--- src/rtl/lrc_pkg.sv ---
`timescale 1ns / 1ps

package lrc_pkg;

	localparam int NUM_TYPES = 128;
	localparam int TYPE_W    = $clog2(NUM_TYPES);
	localparam int FIELD_W   = 7;
	localparam int LABEL_W   = 4;
	localparam int KIND_W    = 3;

	localparam logic [LABEL_W-1:0] EXACT_MASK = 4'h6;

	typedef logic [LABEL_W-1:0] label_t;
	typedef logic [TYPE_W-1:0] row_addr_t;
	typedef logic [NUM_TYPES-1:0][LABEL_W-1:0] row_t;

	typedef enum logic [1:0] {
		CMD_WRITE = 2'd0,
		CMD_CLOSE = 2'd1,
		CMD_QUERY = 2'd2,
		CMD_NONE  = 2'd3
	} cmd_t;

	typedef struct packed {
		logic      re;
		row_addr_t raddr;
		logic      we;
		row_addr_t waddr;
		row_t      wdata;
	} mem_req_t;

	typedef enum logic [2:0] {
		CL_IDLE,
		CL_LOAD,
		CL_GET,
		CL_SCAN,
		CL_WB,
		CL_DONE
	} clo_state_t;

	typedef enum logic {
		TS_CLEAR,
		TS_RUN
	} top_state_t;

endpackage

--- src/rtl/lrc_closure_eng.sv ---
`timescale 1ns / 1ps

module lrc_closure_eng (
	input  logic              clk,
	input  logic              arst_n,
	input  logic              start,
	input  logic              ack,
	input  lrc_pkg::row_t     rdata,
	output lrc_pkg::mem_req_t req,
	output logic              done
);

	localparam logic [lrc_pkg::TYPE_W:0] JEND =
		(lrc_pkg::TYPE_W + 1)'(lrc_pkg::NUM_TYPES);
	localparam lrc_pkg::row_addr_t ILAST =
		lrc_pkg::TYPE_W'(lrc_pkg::NUM_TYPES - 1);

	lrc_pkg::clo_state_t state_q, state_d;
	lrc_pkg::row_addr_t  i_q, i_d;
	logic [lrc_pkg::TYPE_W:0] j_q, j_d;
	lrc_pkg::row_addr_t  jd_s1, jd_d;
	lrc_pkg::row_t       row_q, row_d;
	logic                changed_q, changed_d;
	lrc_pkg::label_t     x;
	lrc_pkg::row_t       add;

	always_ff @(posedge clk or negedge arst_n) begin
		if (!arst_n) begin
			state_q   <= lrc_pkg::CL_IDLE;
			i_q       <= '0;
			j_q       <= '0;
			jd_s1     <= '0;
			changed_q <= 1'b0;
		end else begin
			state_q   <= state_d;
			i_q       <= i_d;
			j_q       <= j_d;
			jd_s1     <= jd_d;
			changed_q <= changed_d;
		end
	end

	always_ff @(posedge clk) begin
		row_q <= row_d;
	end

	always_comb begin
		state_d   = state_q;
		i_d       = i_q;
		j_d       = j_q;
		jd_d      = jd_s1;
		row_d     = row_q;
		changed_d = changed_q;
		req       = '0;
		done      = 1'b0;
		x         = row_q[jd_s1];
		add       = rdata & {lrc_pkg::NUM_TYPES{x}};
		unique case (state_q)
			lrc_pkg::CL_IDLE: begin
				if (start) begin
					i_d       = '0;
					changed_d = 1'b0;
					state_d   = lrc_pkg::CL_LOAD;
				end
			end
			lrc_pkg::CL_LOAD: begin
				req.re    = 1'b1;
				req.raddr = i_q;
				state_d   = lrc_pkg::CL_GET;
			end
			lrc_pkg::CL_GET: begin
				row_d     = rdata;
				req.re    = 1'b1;
				req.raddr = '0;
				jd_d      = '0;
				j_d       = (lrc_pkg::TYPE_W + 1)'(1);
				state_d   = lrc_pkg::CL_SCAN;
			end
			lrc_pkg::CL_SCAN: begin
				// fold row j, scaled by label (i,j), into row i
				row_d = row_q | add;
				if (|(add & ~row_q)) begin
					changed_d = 1'b1;
				end
				if (j_q == JEND) begin
					state_d = lrc_pkg::CL_WB;
				end else begin
					req.re    = 1'b1;
					req.raddr = j_q[lrc_pkg::TYPE_W-1:0];
					jd_d      = j_q[lrc_pkg::TYPE_W-1:0];
					j_d       = j_q + 1'b1;
				end
			end
			lrc_pkg::CL_WB: begin
				req.we    = 1'b1;
				req.waddr = i_q;
				req.wdata = row_q;
				if (i_q == ILAST) begin
					if (changed_q) begin
						i_d       = '0;
						changed_d = 1'b0;
						state_d   = lrc_pkg::CL_LOAD;
					end else begin
						state_d = lrc_pkg::CL_DONE;
					end
				end else begin
					i_d     = i_q + 1'b1;
					state_d = lrc_pkg::CL_LOAD;
				end
			end
			lrc_pkg::CL_DONE: begin
				done = 1'b1;
				if (ack) begin
					state_d = lrc_pkg::CL_IDLE;
				end
			end
			default: begin
				state_d = lrc_pkg::CL_IDLE;
			end
		endcase
	end

endmodule

--- config.mk ---
export PLATFORM = sky130hd
export DESIGN_NAME = lrc_closure_eng
export DESIGN_NICKNAME = d
export VERILOG_FILES = /design/src/rtl/lrc_pkg.sv /design/src/rtl/lrc_closure_eng.sv
export SDC_FILE = /design/constraint.sdc
export NUM_CORES = 2
export LEC_CHECK = 0
export BUFFER_PORTS_ARGS = -buffer_cell sky130_fd_sc_hd__buf_4
export CELL_PAD_IN_SITES_DETAIL_PLACEMENT = 1
export CELL_PAD_IN_SITES_GLOBAL_PLACEMENT = 2
export CORE_AREA = 10 10 401 403
export DETAILED_ROUTE_END_ITERATION = 10
export DIE_AREA = 0 0 411 413
export GPL_TIMING_DRIVEN = 0
export HOLD_SLACK_MARGIN = 0.12
export PLACE_DENSITY = 0.71
export REMOVE_ABC_BUFFERS = 1
export SETUP_SLACK_MARGIN = 0.1
export SYNTH_ARGS = -nofsm -noshare
export SYNTH_HDL_FRONTEND = slang
export SYNTH_SLANG_ARGS = --single-unit
--- constraint.sdc ---
create_clock -name clk -period 15.6 [get_ports clk]
set_input_delay 1.56 -clock clk [delete_from_list [all_inputs] [get_ports clk]]
set_output_delay 1.56 -clock clk [all_outputs]
set_load 0.01 [all_outputs]
==> results.sh <==
export IMPL_syn_inst=3290
export IMPL_tightest_slew_ns=1.36
export IMPL_clk_pin_slew_ns=0.06
export IMPL_synth_edff_count=512
export IMPL_rrSetupSlack_ns=9.69
export IMPL_antenna_found_initial=38
export IMPL_drtAntennaViolNets=0
export IMPL_async_flop_share=0.0483
export IMPL_worstHoldPathType="reg -> reg"
export IMPL_hpwl_mm=168
export IMPL_numCtsBuffers=75
export IMPL_die_area_sq_mm=0.170
export IMPL_wire_per_inst_um=34.1
export IMPL_cp_required_ns=14.04
export IMPL_synth_main_ff_cell="edfxtp_1"
export IMPL_grt_pass1_vias=33883
export IMPL_wl_met1_mm=89.0
export IMPL_synth_common_cells="512 x edfxtp_1, 423 x inv_1, 421 x a22o_1"
export IMPL_route_met2_wl_mm=103
export IMPL_ys_types=58
export IMPL_vdd_drop_max_mv=0.0674
export IMPL_cap_violations=0
export IMPL_viasPerCell=5.30
export IMPL_grt_pass1_wl_mm=290
export IMPL_hold_viol=0
export IMPL_clock_path_buffers=3
export IMPL_cts_tree="built"
export IMPL_fp_dieH_um=413
export IMPL_startpoint_type="flop"
export IMPL_setup_tns_ns=0
export IMPL_skew_ns=0.0282
export IMPL_fillerInstances=17331
export IMPL_crit_start="state_q[2]"
export IMPL_avgSynthCellArea_sq_um=10.3
export IMPL_yosysSeqAreaShare=0.471
export IMPL_setup_viol=0
export IMPL_clkLatencyLatePin_ns=0.67
export IMPL_num_vias=33519
export IMPL_ctsResizeCount=0
export IMPL_leakagePower_nw=21.6
export IMPL_cp_max_fo=95
export IMPL_totalWireLength_mm=215
export IMPL_power_density_mw_per_mm2=72.3
export IMPL_post_synth_top_count_cell="edfxtp_1"
export IMPL_syn_to_final_growth_pct=37.9
export IMPL_yosys_top_cells_area="edfxtp_1 45%, a22o_1 11%, and3_1 7.5%"
export IMPL_rows=144
export IMPL_slowest_delay_ns=0.79
export IMPL_post_cts_buffers=0
export IMPL_drv_slew=0
export IMPL_synth_top_area_frac=0.452
export IMPL_yosysTopAreaCell="edfxtp_1"
export IMPL_outcome="completed"
export IMPL_rsz0062_at_grt="no"
export IMPL_period_share=0.393
export IMPL_holdBufCountCts=0
export IMPL_fin_nets=4719
export IMPL_multi_input_area_sq_mm=0.0152
export IMPL_num_io_pins=1045
export IMPL_drive_above_1_share=0.309
export IMPL_worst_setup_path_end_kind="output port"
export IMPL_cp_cell_sequence="nand2b_1 -> inv_8 -> nand2_4 -> a21oi_1 -> inv_1 -> o21ai_0 -> buf_4"
export IMPL_regArea_sq_mm=0.0160
export IMPL_cpMaxStageDelayCell="a21oi_1"
export IMPL_place_port_buffers=1044
export IMPL_clkSinkCount=538
export IMPL_drtPass1Iterations=7
export IMPL_grt_overflow=0
export IMPL_grt_max_degree=115
export IMPL_wl_met3_mm=16.7
export IMPL_floorplan_initialDensity=0.223
export IMPL_ys_warn_count=0
export IMPL_synth_seq_cells=538
export IMPL_place_congestion=0.889
export IMPL_period_needed_ns=6.13
export IMPL_ff2ff_path_depth=10
export IMPL_htree_levels=3
export IMPL_syn_cell_area_sq_mm=0.0340
export IMPL_drtIter0Drc=3165
export IMPL_path_class="reg -> out"
export IMPL_fp_coreArea_sq_mm=0.153
export IMPL_top_layer="met5"
export IMPL_final_core_util=0.307
export IMPL_r2r_start="jd_s1[4]"
export IMPL_endpoint="req[521]"
export IMPL_crit_arrival_ns=4.57
export IMPL_slew_headroom=0.0710
export IMPL_pre_cts_slack_ns=9.50
export IMPL_fmax_mhz=163
export IMPL_track_usage=0.239
export IMPL_die_x_um=411
export IMPL_remaining_drc_errors=0
export IMPL_cts_root_buffer="clkbuf_16"
export IMPL_fin_ws_ns=9.47
export IMPL_reg2reg_to="row_q[18]"
[layout by cell type, fill, tap and decap left out, types with 79 or more instances in the layout]
| master | count |
|---|---|
| a22o_1 | 421 |
| and3_1 | 410 |
| buf_4 | 1045 |
| edfxtp_1 | 512 |
| inv_1 | 422 |
| mux2i_1 | 123 |
| nand2_1 | 148 |
| nand2b_1 | 79 |
| nor2_1 | 144 |
| o21ai_0 | 118 |
| o22ai_1 | 131 |
[power breakdown]
part	switching (mW)	internal [mW]
clock	0.734	0.943
sequential	0.000262	1.56
combinational	0.0665	0.0926
[flip-flops by register name (all words and copies together) (netlist names)]
name	flops
i_q	7
changed_q	1
state_q	3
row_q	512
j_q	8
jd_s1	7
[cell families (layout without fill, tap and decap cells)]
logic type | count (synthesis) | in the layout | share of synthesized area
flip-flops | 538 | 538 | 0.471
AND/OR/NAND/NOR | 948 | 948 | 0.152
AO/OA/AOI/OAI | 895 | 895 | 0.201
buffers and inverters | 695 | 1659 | 0.0848
other | 0 | 26 | 0
XOR/XNOR | 3 | 3 | 0.000772
adder cells (fa/ha/maj) | 3 | 3 | 0.00110
multiplexers | 208 | 208 | 0.0898
[layer usage]
metal  up-vias  global-route usage
li1      14354                   -
met1     17445               0.303
met2      1472               0.400
met3       232              0.0625
met4        16              0.0673
met5         -                   0
[stage by stage]
step / hold slack (ns) / total power [mW] / cells / cell area (sq um)
2_1_floorplan: 0.492 / 1.61 / 3018 / 32700
3_3_place_gp: 0.544 / 1.74 / 6106 / 43100
3_5_place_dp: 0.569 / 1.75 / 6167 / 44600
4_1_cts: 0.570 / 3.43 / 6298 / 46900
5_1_grt: 0.607 / 3.49 / 6314 / 46900
6_report: 0.571 / 3.39 / 6324 / 46900
[critical path: cells and delay by family, from the launching register on]
kind | cells | cell delay (ns)
AO/OA/AOI/OAI | 2 | 1.15
AND/OR/NAND/NOR | 2 | 1.01
buffers and inverters | 3 | 1.01
flip-flops | 1 | 0.70
[layout make-up]
type,count,area share
Sequential cell,538,0.342
Tap cell,2044,0.0545
Multi-Input combinational cell,2057,0.324
Antenna cell,26,0.00139
Timing Repair Buffer,1105,0.196
Inverter,423,0.0340
Clock inverter,36,0.00552
Clock buffer,95,0.0429
[worst min-delay path by stage]
stage / slack, ns / startpoint / end / cells after the start
after detailed placement: 0.57 / j_q[7] / j_q[7] / 2
after global placement: 0.54 / j_q[7] / j_q[7] / 2
after floorplan: 0.49 / i_q[3] / i_q[3] / 1
after global routing: 0.61 / j_q[7] / j_q[7] / 2
final: 0.57 / j_q[7] / j_q[7] / 2
after CTS: 0.57 / i_q[3] / i_q[3] / 1
Note: power is estimated with default switching activity, not from simulation.
